--- src/rtl/core/ftlb_pkg.sv ---
// Shared types and constants of the FIFO translation buffer.
// Used by the channel interfaces, the controller, the datapath and the top level.
`timescale 1ns / 1ps

package ftlb_pkg;

   // Buffer geometry.
   localparam int DEPTH   = 16;
   localparam int POS_W   = $clog2(DEPTH);
   localparam int FILL_W  = $clog2(DEPTH + 1);
   localparam int PAGE_W  = 20;
   localparam int FRAME_W = 20;
   localparam int CMD_W   = 2;
   localparam int CNT_W   = 32;

   // Request operation codes.
   localparam logic [CMD_W-1:0] CMD_LOOKUP     = 2'd0;
   localparam logic [CMD_W-1:0] CMD_INSERT     = 2'd1;
   localparam logic [CMD_W-1:0] CMD_INVALIDATE = 2'd2;

   // Commands from the controller to the datapath.
   typedef struct packed {
      logic capture;   // latch the incoming request
      logic execute;   // search, update the entries and load the result register
   } ctrl_cmd_type;

   // Status from the datapath to the controller.
   typedef struct packed {
      logic out_valid; // the result register holds an undelivered result
   } dp_status_type;

endpackage

--- src/rtl/core/ftlb_channels.sv ---
// Valid/ready channel interfaces for requests and results of the translation buffer.
// Depends on ftlb_pkg for field widths.
`timescale 1ns / 1ps

interface ftlb_req_if;
   logic                        valid;
   logic                        ready;
   logic [ftlb_pkg::CMD_W-1:0]   cmd;
   logic [ftlb_pkg::PAGE_W-1:0]  page_number;
   logic [ftlb_pkg::FRAME_W-1:0] frame_in;

   modport source (output valid, output cmd, output page_number, output frame_in,
                   input ready);
   modport sink (input valid, input cmd, input page_number, input frame_in,
                 output ready);
endinterface

interface ftlb_rsp_if;
   logic                        valid;
   logic                        ready;
   logic                        hit;
   logic [ftlb_pkg::FRAME_W-1:0] frame_out;
   logic [ftlb_pkg::CNT_W-1:0]   lookup_count;
   logic [ftlb_pkg::CNT_W-1:0]   miss_count;

   modport source (output valid, output hit, output frame_out, output lookup_count,
                   output miss_count, input ready);
   modport sink (input valid, input hit, input frame_out, input lookup_count,
                 input miss_count, output ready);
endinterface

--- src/rtl/core/ftlb_ctrl.sv ---
// Controller of the translation buffer: sequences capture and execution of requests.
// Depends on ftlb_pkg for the command and status structs.
`timescale 1ns / 1ps

module ftlb_ctrl (
   input  logic                    clock,
   input  logic                    reset,
   input  logic                    req_valid,
   output logic                    req_ready,
   input  logic                    rsp_ready,
   input  ftlb_pkg::dp_status_type dp_status,
   output ftlb_pkg::ctrl_cmd_type  dp_cmd
);

   typedef enum logic {
      ST_IDLE,
      ST_EXEC
   } state_type;

   state_type state_ff;
   state_type state_in;
   logic      ready_ff;
   logic      ready_in;
   logic      out_free;

   // The result register can take a new result when empty or draining this cycle.
   assign out_free       = !dp_status.out_valid || rsp_ready;
   assign dp_cmd.capture = req_valid && ready_ff;
   assign dp_cmd.execute = (state_ff == ST_EXEC) && out_free;
   assign req_ready      = ready_ff;

   // Next state: one request at a time, captured in idle and executed in the next state.
   always_comb begin
      state_in = state_ff;
      ready_in = ready_ff;
      case (state_ff)
         ST_IDLE: begin
            if (dp_cmd.capture) begin
               state_in = ST_EXEC;
               ready_in = 1'b0;
            end
         end
         ST_EXEC: begin
            if (dp_cmd.execute) begin
               state_in = ST_IDLE;
               ready_in = 1'b1;
            end
         end
         default: begin
            state_in = ST_IDLE;
            ready_in = 1'b1;
         end
      endcase
   end

   // State and registered ready.
   always_ff @(posedge clock) begin
      if (reset) begin
         state_ff <= ST_IDLE;
         ready_ff <= 1'b1;
      end else begin
         state_ff <= state_in;
         ready_ff <= ready_in;
      end
   end

endmodule

--- src/rtl/core/ftlb_dp.sv ---
// Datapath of the translation buffer: age-ordered entry registers, parallel
// compare, compaction, counters and the result register. Depends on ftlb_pkg.
`timescale 1ns / 1ps

module ftlb_dp (
   input  logic                         clock,
   input  logic                         reset,
   input  ftlb_pkg::ctrl_cmd_type       dp_cmd,
   output ftlb_pkg::dp_status_type      dp_status,
   input  logic [ftlb_pkg::CMD_W-1:0]   req_cmd,
   input  logic [ftlb_pkg::PAGE_W-1:0]  req_page_number,
   input  logic [ftlb_pkg::FRAME_W-1:0] req_frame_in,
   input  logic                         rsp_ready,
   output logic                         rsp_valid,
   output logic                         rsp_hit,
   output logic [ftlb_pkg::FRAME_W-1:0] rsp_frame_out,
   output logic [ftlb_pkg::CNT_W-1:0]   rsp_lookup_count,
   output logic [ftlb_pkg::CNT_W-1:0]   rsp_miss_count
);

   localparam int D = ftlb_pkg::DEPTH;

   // Captured request.
   logic [ftlb_pkg::CMD_W-1:0]   cmd_ff;
   logic [ftlb_pkg::PAGE_W-1:0]  page_ff;
   logic [ftlb_pkg::FRAME_W-1:0] frame_ff;

   // Entries kept in age order: position 0 is the oldest.
   logic [ftlb_pkg::PAGE_W-1:0]  entry_page_ff  [D];
   logic [ftlb_pkg::FRAME_W-1:0] entry_frame_ff [D];
   logic [ftlb_pkg::FILL_W-1:0]  fill_ff;
   logic [ftlb_pkg::FILL_W-1:0]  fill_in;

   logic [ftlb_pkg::CNT_W-1:0]   lookups_ff;
   logic [ftlb_pkg::CNT_W-1:0]   misses_ff;

   logic                         out_valid_ff;
   logic                         hit_ff;
   logic [ftlb_pkg::FRAME_W-1:0] frame_out_ff;

   logic [D-1:0]                 match;
   logic [D-1:0]                 at_or_after;
   logic                         found;
   logic                         full;
   logic [ftlb_pkg::FRAME_W-1:0] frame_sel;
   logic                         is_lookup;
   logic                         is_insert;
   logic                         is_inval;
   logic                         do_append;
   logic                         do_update;
   logic                         do_remove;

   // Parallel compare against every valid position and one-hot frame select.
   always_comb begin
      frame_sel = '0;
      for (int i = 0; i < D; i++) begin
         match[i] = (ftlb_pkg::FILL_W'(i) < fill_ff) && (entry_page_ff[i] == page_ff);
         if (match[i]) begin
            frame_sel = frame_sel | entry_frame_ff[i];
         end
      end
   end

   // Positions at or after the match; they take the next younger entry on removal.
   always_comb begin
      at_or_after[0] = match[0];
      for (int i = 1; i < D; i++) begin
         at_or_after[i] = at_or_after[i-1] | match[i];
      end
   end

   assign found     = |match;
   assign full      = (fill_ff == ftlb_pkg::FILL_W'(D));
   assign is_lookup = (cmd_ff == ftlb_pkg::CMD_LOOKUP);
   assign is_insert = (cmd_ff == ftlb_pkg::CMD_INSERT);
   assign is_inval  = (cmd_ff == ftlb_pkg::CMD_INVALIDATE);
   assign do_append = dp_cmd.execute && is_insert && !found;
   assign do_update = dp_cmd.execute && is_insert && found;
   assign do_remove = dp_cmd.execute && is_inval && found;

   // Fill count: append grows unless full (oldest evicted), removal shrinks.
   always_comb begin
      fill_in = fill_ff;
      if (do_append && !full) begin
         fill_in = fill_ff + 1'b1;
      end else if (do_remove) begin
         fill_in = fill_ff - 1'b1;
      end
   end

   // Request capture.
   always_ff @(posedge clock) begin
      if (dp_cmd.capture) begin
         cmd_ff   <= req_cmd;
         page_ff  <= req_page_number;
         frame_ff <= req_frame_in;
      end
   end

   // Entry storage: update in place, append or shift on eviction, compact on removal.
   always_ff @(posedge clock) begin
      for (int i = 0; i < D; i++) begin
         if (do_update && match[i]) begin
            entry_frame_ff[i] <= frame_ff;
         end else if (do_append && full) begin
            if (i == D - 1) begin
               entry_page_ff[i]  <= page_ff;
               entry_frame_ff[i] <= frame_ff;
            end else begin
               entry_page_ff[i]  <= entry_page_ff[(i+1) % D];
               entry_frame_ff[i] <= entry_frame_ff[(i+1) % D];
            end
         end else if (do_append && (ftlb_pkg::POS_W'(i) == fill_ff[ftlb_pkg::POS_W-1:0])) begin
            entry_page_ff[i]  <= page_ff;
            entry_frame_ff[i] <= frame_ff;
         end else if (do_remove && at_or_after[i] && (i < D - 1)) begin
            entry_page_ff[i]  <= entry_page_ff[(i+1) % D];
            entry_frame_ff[i] <= entry_frame_ff[(i+1) % D];
         end
      end
   end

   // Control state: fill count, saturating counters and result valid.
   always_ff @(posedge clock) begin
      if (reset) begin
         fill_ff      <= '0;
         lookups_ff   <= '0;
         misses_ff    <= '0;
         out_valid_ff <= 1'b0;
      end else begin
         fill_ff <= fill_in;
         if (dp_cmd.execute && is_lookup) begin
            if (lookups_ff != '1) begin
               lookups_ff <= lookups_ff + 1'b1;
            end
            if (!found && (misses_ff != '1)) begin
               misses_ff <= misses_ff + 1'b1;
            end
         end
         if (dp_cmd.execute) begin
            out_valid_ff <= 1'b1;
         end else if (rsp_ready) begin
            out_valid_ff <= 1'b0;
         end
      end
   end

   // Result payload.
   always_ff @(posedge clock) begin
      if (dp_cmd.execute) begin
         hit_ff       <= found && (is_lookup || is_insert || is_inval);
         frame_out_ff <= (is_lookup && found) ? frame_sel : '0;
      end
   end

   assign dp_status.out_valid = out_valid_ff;
   assign rsp_valid           = out_valid_ff;
   assign rsp_hit             = hit_ff;
   assign rsp_frame_out       = frame_out_ff;
   assign rsp_lookup_count    = lookups_ff;
   assign rsp_miss_count      = misses_ff;

endmodule

--- src/rtl/core/fifo_tlb.sv ---
// Fully associative translation buffer with first-in first-out replacement,
// 16 entries of 20-bit page and frame numbers, held in age order. Every request
// is first captured; then, in the execute state, all entries are compared
// in parallel and the lookup, insert or invalidate (including compaction of the
// younger entries) is done, writing the result register. The next request is
// accepted in the cycle after that, while the result may still wait; execution
// stalls only when the previous result has not been taken. The lookup and miss
// counters saturate at their maximum. Depends on ftlb_pkg, the channel
// interfaces, ftlb_ctrl and ftlb_dp.
`timescale 1ns / 1ps

module fifo_tlb (
   input  logic         clock,
   input  logic         reset,
   ftlb_req_if.sink     req_chan,
   ftlb_rsp_if.source   rsp_chan
);

   ftlb_pkg::ctrl_cmd_type  dp_cmd;
   ftlb_pkg::dp_status_type dp_status;

   // Request sequencing.
   ftlb_ctrl u_ctrl (
      .clock     (clock),
      .reset     (reset),
      .req_valid (req_chan.valid),
      .req_ready (req_chan.ready),
      .rsp_ready (rsp_chan.ready),
      .dp_status (dp_status),
      .dp_cmd    (dp_cmd)
   );

   // Entry storage, search and result register.
   ftlb_dp u_dp (
      .clock            (clock),
      .reset            (reset),
      .dp_cmd           (dp_cmd),
      .dp_status        (dp_status),
      .req_cmd          (req_chan.cmd),
      .req_page_number  (req_chan.page_number),
      .req_frame_in     (req_chan.frame_in),
      .rsp_ready        (rsp_chan.ready),
      .rsp_valid        (rsp_chan.valid),
      .rsp_hit          (rsp_chan.hit),
      .rsp_frame_out    (rsp_chan.frame_out),
      .rsp_lookup_count (rsp_chan.lookup_count),
      .rsp_miss_count   (rsp_chan.miss_count)
   );

   // Misses are a subset of lookups, so never outnumber them.
   assert property (@(posedge clock) disable iff (reset)
      rsp_chan.valid |-> (rsp_chan.miss_count <= rsp_chan.lookup_count))
      else $error("miss count exceeds lookup count");

   // A nonzero frame is only returned with a hit.
   assert property (@(posedge clock) disable iff (reset)
      (rsp_chan.valid && (rsp_chan.frame_out != '0)) |-> rsp_chan.hit)
      else $error("frame returned without a hit");

   // One request in flight: an accepted request closes the input for the next cycle.
   assert property (@(posedge clock) disable iff (reset)
      (req_chan.valid && req_chan.ready) |=> !req_chan.ready)
      else $error("request accepted while another is in flight");

   // The lookup counter never decreases outside reset.
   assert property (@(posedge clock) disable iff (reset)
      !$past(reset) |-> (rsp_chan.lookup_count >= $past(rsp_chan.lookup_count)))
      else $error("lookup count decreased");

endmodule

--- src/flat_wrapper.sv ---
// flat-port wrapper written by rule: the top's interface ports become plain ports
module fifo_tlb_flat 
  (clock, reset, req_chan_valid, req_chan_cmd, req_chan_page_number, req_chan_frame_in, req_chan_ready, rsp_chan_valid, rsp_chan_hit, rsp_chan_frame_out, rsp_chan_lookup_count, rsp_chan_miss_count, rsp_chan_ready);
  ftlb_req_if req_chan_i ();
  ftlb_rsp_if rsp_chan_i ();
  input  logic clock;
  input  logic reset;
  input wire logic [$bits(req_chan_i.valid)-1:0] req_chan_valid;
  input wire logic [$bits(req_chan_i.cmd)-1:0] req_chan_cmd;
  input wire logic [$bits(req_chan_i.page_number)-1:0] req_chan_page_number;
  input wire logic [$bits(req_chan_i.frame_in)-1:0] req_chan_frame_in;
  output wire logic [$bits(req_chan_i.ready)-1:0] req_chan_ready;
  output wire logic [$bits(rsp_chan_i.valid)-1:0] rsp_chan_valid;
  output wire logic [$bits(rsp_chan_i.hit)-1:0] rsp_chan_hit;
  output wire logic [$bits(rsp_chan_i.frame_out)-1:0] rsp_chan_frame_out;
  output wire logic [$bits(rsp_chan_i.lookup_count)-1:0] rsp_chan_lookup_count;
  output wire logic [$bits(rsp_chan_i.miss_count)-1:0] rsp_chan_miss_count;
  input wire logic [$bits(rsp_chan_i.ready)-1:0] rsp_chan_ready;
  assign req_chan_i.valid = req_chan_valid;
  assign req_chan_i.cmd = req_chan_cmd;
  assign req_chan_i.page_number = req_chan_page_number;
  assign req_chan_i.frame_in = req_chan_frame_in;
  assign req_chan_ready = req_chan_i.ready;
  assign rsp_chan_valid = rsp_chan_i.valid;
  assign rsp_chan_hit = rsp_chan_i.hit;
  assign rsp_chan_frame_out = rsp_chan_i.frame_out;
  assign rsp_chan_lookup_count = rsp_chan_i.lookup_count;
  assign rsp_chan_miss_count = rsp_chan_i.miss_count;
  assign rsp_chan_i.ready = rsp_chan_ready;
  fifo_tlb u_core (.clock(clock), .reset(reset), .req_chan(req_chan_i), .rsp_chan(rsp_chan_i));
endmodule
--- config.mk ---
export PLATFORM = sky130hd
export DESIGN_NAME = fifo_tlb_flat
export DESIGN_NICKNAME = d
export VERILOG_FILES = /design/src/rtl/core/ftlb_pkg.sv /design/src/rtl/core/ftlb_channels.sv /design/src/rtl/core/ftlb_ctrl.sv /design/src/rtl/core/ftlb_dp.sv /design/src/rtl/core/fifo_tlb.sv /design/src/flat_wrapper.sv
export SDC_FILE = /design/constraint.sdc
export NUM_CORES = 2
export LEC_CHECK = 0
export BUFFER_PORTS_ARGS = -buffer_cell sky130_fd_sc_hd__buf_2
export CAP_MARGIN = 15
export CORE_MARGIN = 1.5
export CORE_UTILIZATION = 45
export DETAILED_ROUTE_END_ITERATION = 10
export GPL_TIMING_DRIVEN = 0
export PLACE_DENSITY = 0.73
export SLEW_MARGIN = 20
export SYNTH_ARGS = -nofsm -noshare
export SYNTH_HDL_FRONTEND = slang
export SYNTH_SLANG_ARGS = --single-unit
--- constraint.sdc ---
create_clock -name clock -period 5.7 [get_ports clock]
set_input_delay 1.425 -clock clock [delete_from_list [all_inputs] [get_ports clock]]
set_output_delay 1.425 -clock clock [all_outputs]
set_load 0.05 [all_outputs]
==> reports/summary.log <==
INFO  worst_setup_path startpoint_type=flip-flop
INFO  power_and_ir_drop worst_ir_drop_vdd=0.2040mV
INFO  worst_setup_path timing.rr.start=u_core.u_dp.page_ff[19]$_DFFE_PP_
INFO  clock_tree     cts_tree=yes
INFO  worst_hold_path holdCritPathClass=flip-flop to flip-flop
INFO  sta            min_setup_slack_post_route=-0.01800ns
INFO  sta            fin_hold_ws=0.4399ns
INFO  worst_setup_path worst_setup_path_end_kind=flip-flop
INFO  die            die_height=294.2um
INFO  clock_tree     largest_buffer_count_on_any_clock_path=3
INFO  worst_setup_path timing.critical_path.required=6.12ns
INFO  global_routing grt-ovfl-total=0
INFO  layout         finish.utilization=0.5232
INFO  worst_setup_path worst_r2r_path_depth=14
INFO  synthesis      synth.top_cell.area_share=0.5534
INFO  placement      dp_slack=-0.7072ns
INFO  worst_hold_path hold_depth=0
INFO  synthesis      synthesis.yosys.warnings=0
INFO  worst_setup_path critical_path.max_fanout=10
INFO  worst_setup_path critical_path_type=flip-flop to flip-flop
INFO  layout         final_cell_count_no_fill=4161
INFO  clock_tree     cts_sinks=775
INFO  synthesis      synth_seq_cells=775
INFO  synthesis      yosys_most_used_dff=sky130_fd_sc_hd__edfxtp_1
INFO  die            die_x=294.2um
INFO  clock_tree     cts.root.buffer_cell=sky130_fd_sc_hd__clkbuf_16
INFO  synthesis      synthAdderAreaFrac=0.002296
INFO  worst_hold_path hold-path-endpoint=u_core.u_dp.entry_page_ff[1][146]$_DFFE_PP_
INFO  synthesis      post_synthesis_cell_type_count=55
INFO  global_routing grtUsageTotal=0.2754
INFO  sta            fmax=174.9MHz
INFO  worst_setup_path worstPathCellList=buf_2 -> xnor2_1 -> nand4_1 -> or4_1 -> nor4_4 -> buf_4 -> or4_1 -> clkbuf_1 -> or4_1 -> clkbuf_1 -> nor3_4 -> nor2_1 -> clkbuf_1 -> mux2_2
INFO  sta            relSlewSlack=0.09799
INFO  detailed_routing drc=0
INFO  worst_setup_path crit_path_top_delay_cell=sky130_fd_sc_hd__clkbuf_1
INFO  layout         final-seq-area=22550um2
INFO  die            core_area=83820um2
INFO  worst_hold_path hp-start=u_core.u_dp.page_ff[6]$_DFFE_PP_
INFO  sta            report.final.hold_viol_count=0
INFO  synthesis      synth_top_family_by_area=multiplexers
INFO  sta            finalCriticalPeriod=5.718ns
INFO  sta            final_max_slew_viol_count=0
INFO  detailed_routing postRouteAntennaNets=0
INFO  die            floorplan.rows=106
INFO  detailed_routing postRouteWirelength=121.3mm
INFO  detailed_routing drtPass1Iterations=7
INFO  placement      numPortBuffers=132
INFO  layout         number_of_nets_in_the_finished_design=3010
INFO  detailed_routing route.vias.total=25793
INFO  detailed_routing first_iter_violations=3295
INFO  outcome        status=finished, violations left
INFO  clock_tree     clock_insertion_delay_worst_skew=0.68ns
INFO  global_routing grt_pass1_vias=24749
INFO  clock_tree     path_clk_slew=0.06ns
INFO  sta            rsz_0062_raised_after_global_routing=true
INFO  flow_run       max_cap_viol_count=0
INFO  synthesis      synth_compound_gate_area_share=0.05044
INFO  worst_setup_path worstPathArrival=6.13ns
INFO  placement      placed_cells=3990
INFO  worst_setup_path timing.reg2reg.setup_slack=-0.02ns
INFO  synthesis      post_synth_mux_area_share=0.1786
INFO  synthesis      synthesis.instances=2703
INFO  synthesis      synth.net_count=2756
INFO  synthesis      part_of_the_yosys_area_used_for_sequential_elements=0.5912
INFO  global_routing grt_pass1_wl=171.5mm
INFO  layout         n_fill_cell=7092
INFO  placement      detailed_place_hpwl=83.48mm
INFO  detailed_routing vias_per_cell=6.199
INFO  synthesis      netlist_top_cells_count=sky130_fd_sc_hd__edfxtp_1, sky130_fd_sc_hd__mux2_2, sky130_fd_sc_hd__xor2_1
INFO  synthesis      number_of_enable_type_register_cells_in_the_synthesized_netlist=703
INFO  worst_setup_path critical_path.top_delay_family=simple AND/OR/NAND/NOR gates
INFO  sta            report.final.setup_viol=10
INFO  placement      gpl.final_weighted_congestion=0.9468
INFO  die            top_level_ports=133
INFO  worst_setup_path timing.critical_path.from=u_core.u_dp.page_ff[19]$_DFFE_PP_
INFO  synthesis      post-synth-top-count-cell=sky130_fd_sc_hd__edfxtp_1
INFO  layout         multiInputGateArea=14840um2
INFO  synthesis      basic_gate_share_of_the_synthesized_area_counting_and_or_nand_and_nor_cells=0.06291
INFO  layout         area_delta_synth_final=14.96%
INFO  global_routing antenna_found_initial=0
INFO  clock_tree     holdBufCountCts=0
INFO  power_and_ir_drop p_total=12.57mW
INFO  clock_tree     htree_levels=3
INFO  sta            final_min_period_over_clock_period=1.003
INFO  die            floorplan.die_area=86530um2
INFO  global_routing grt_start_max_net_pins=27
INFO  sta            clock-skew-final=0.03716ns
INFO  synthesis      synthArstFlopShare=0
INFO  layout         share_of_layout_cells_above_drive_strength_1=0.3388
INFO  synthesis      synth.top_cells.by_area=sky130_fd_sc_hd__edfxtp_1, sky130_fd_sc_hd__mux2_2, sky130_fd_sc_hd__xor2_1
INFO  worst_setup_path critical-path-max-stage-delay=0.84ns
INFO  worst_setup_path rr_endpoint=u_core.u_dp.entry_frame_ff[1][84]$_DFFE_PP_
INFO  die            start_util=0.4551
INFO  synthesis      cell_type_with_the_highest_aggregate_area_in_the_netlist=sky130_fd_sc_hd__edfxtp_1
INFO  synthesis      synthesis.area_per_instance=14.11um2
INFO  power_and_ir_drop pwr_dens=286.7nW/um2
INFO  synthesis      synth_xor_xnor_area_share=0.08541
INFO  worst_setup_path timing.critical_path.buf_inv=5
INFO  detailed_routing routedWlPerCell=29.14um
INFO  sta            worst-slew-pin-transition=1.353ns
INFO  synthesis      post_synth_instance_area=38150um2
INFO  outcome        violations_in_the_final_reports=setup timing
INFO  power_and_ir_drop power.static_leakage=14.61nW
INFO  clock_tree     cts-buffers-inserted=86
## flip-flops by register name (all words and copies together) (netlist names), 2 cells and up
register / cells
u_core.u_dp.entry_page_ff: 320
u_core.u_dp.rsp_miss_count: 32
u_core.u_dp.rsp_frame_out: 20
u_core.u_dp.frame_ff: 20
u_core.u_dp.rsp_lookup_count: 32
u_core.u_dp.entry_frame_ff: 320
u_core.u_dp.fill_ff: 5
u_core.u_dp.cmd_ff: 2
u_core.u_dp.page_ff: 20
## placed cells by master (no fill, tap or decap), types with 10 or more instances in the layout
master and instances:
sky130_fd_sc_hd__edfxtp_1 703, sky130_fd_sc_hd__mux2_2 547, sky130_fd_sc_hd__xor2_1 221, sky130_fd_sc_hd__buf_2 215, sky130_fd_sc_hd__xnor2_1 151, sky130_fd_sc_hd__clkbuf_1 111, sky130_fd_sc_hd__clkbuf_16 86, sky130_fd_sc_hd__nor2_1 82
sky130_fd_sc_hd__dfxtp_1 72, sky130_fd_sc_hd__a22o_1 60, sky130_fd_sc_hd__a221oi_1 60, sky130_fd_sc_hd__mux2_1 57, sky130_fd_sc_hd__nor4_1 55, sky130_fd_sc_hd__nand2_1 49, sky130_fd_sc_hd__nand4_1 48, sky130_fd_sc_hd__and3_1 43
sky130_fd_sc_hd__nor3_1 41, sky130_fd_sc_hd__a22oi_1 41, sky130_fd_sc_hd__buf_4 37, sky130_fd_sc_hd__nand3_1 33, sky130_fd_sc_hd__a21oi_1 25, sky130_fd_sc_hd__a31oi_1 20, sky130_fd_sc_hd__clkbuf_2 19, sky130_fd_sc_hd__clkinv_1 18
sky130_fd_sc_hd__o21ai_0 16, sky130_fd_sc_hd__or3_1 15, sky130_fd_sc_hd__clkinv_2 15, sky130_fd_sc_hd__inv_1 12, sky130_fd_sc_hd__and2_1 10
## metrics by stage
stage / setup TNS [ns] / instance area, um2
finish: -0.1269 / 43850
global route: -0.04591 / 43850
CTS: 0 / 43670
detailed placement: -163.87 / 40710
global placement: -1062.47 / 40230
floorplan: 0 / 38150
## metal layers
layer / track usage / wire [um] / share of wire / up-vias
met3: 0.07500 / 14500 / 0.12 / 378
met5: 0 / 64 / 0.00053 / -
met2: 0.4196 / 54120 / 0.45 / 1797
li1: - / - / - / 10800
met4: 0.1267 / 5974 / 0.049 / 2
met1: 0.3660 / 46620 / 0.38 / 12816
## cell type report
class                           count  share of cell area
Antenna cell                        2           0.0001141
Buffer                            231             0.02514
Clock buffer                      102             0.05136
Clock inverter                     54             0.01227
Inverter                           13            0.001113
Multi-Input combinational cell   1688              0.3383
Sequential cell                   775              0.5142
Tap cell                         1134             0.03235
Timing Repair Buffer              162             0.02508
## power by group
group	leakage [nW]	switching, mW	internal, mW
registers	6.94	0.0455	6.22
clock network	1.34	2.46	3.13
logic	6.33	0.458	0.261
## timing repair
item / CTS / global route
buffers inserted: 6 / 3
pin swaps: 2 / 3
cloned: 1 / 3
resized for setup: 32 / 25
endpoints found under the setup margin: 558 / 464
## logic make-up (layout without fill, tap and decap cells)
| logic type | after synthesis | count (layout) |
|---|---|---|
| AOI/OAI and AO/OA | 253 | 255 |
| xor gates and xnor gates | 372 | 372 |
| adders and majority gates | 7 | 7 |
| buffers and inverters | 244 | 562 |
| DFF | 775 | 775 |
| muxes | 605 | 605 |
| other | 0 | 2 |
| and+or+nand+nor | 447 | 449 |
## worst max-delay path by stage
stage	to	slack [ns]	depth (start not counted)
floorplan	u_core.u_dp.entry_frame_ff[1][140]$_DFFE_PP_	0.22	14
global placement	u_core.u_dp.entry_frame_ff[1][146]$_DFFE_PP_	-2.76	14
detailed placement	u_core.u_dp.entry_frame_ff[1][6]$_DFFE_PP_	-0.71	15
CTS	u_core.u_dp.entry_frame_ff[0][96]$_DFFE_PP_	0.04	16
global route	u_core.u_dp.rsp_frame_out[15]$_SDFFCE_PN0P_	-0.04	15
finish	u_core.u_dp.entry_frame_ff[1][84]$_DFFE_PP_	-0.02	14
Power figures use the tool's default switching activity.
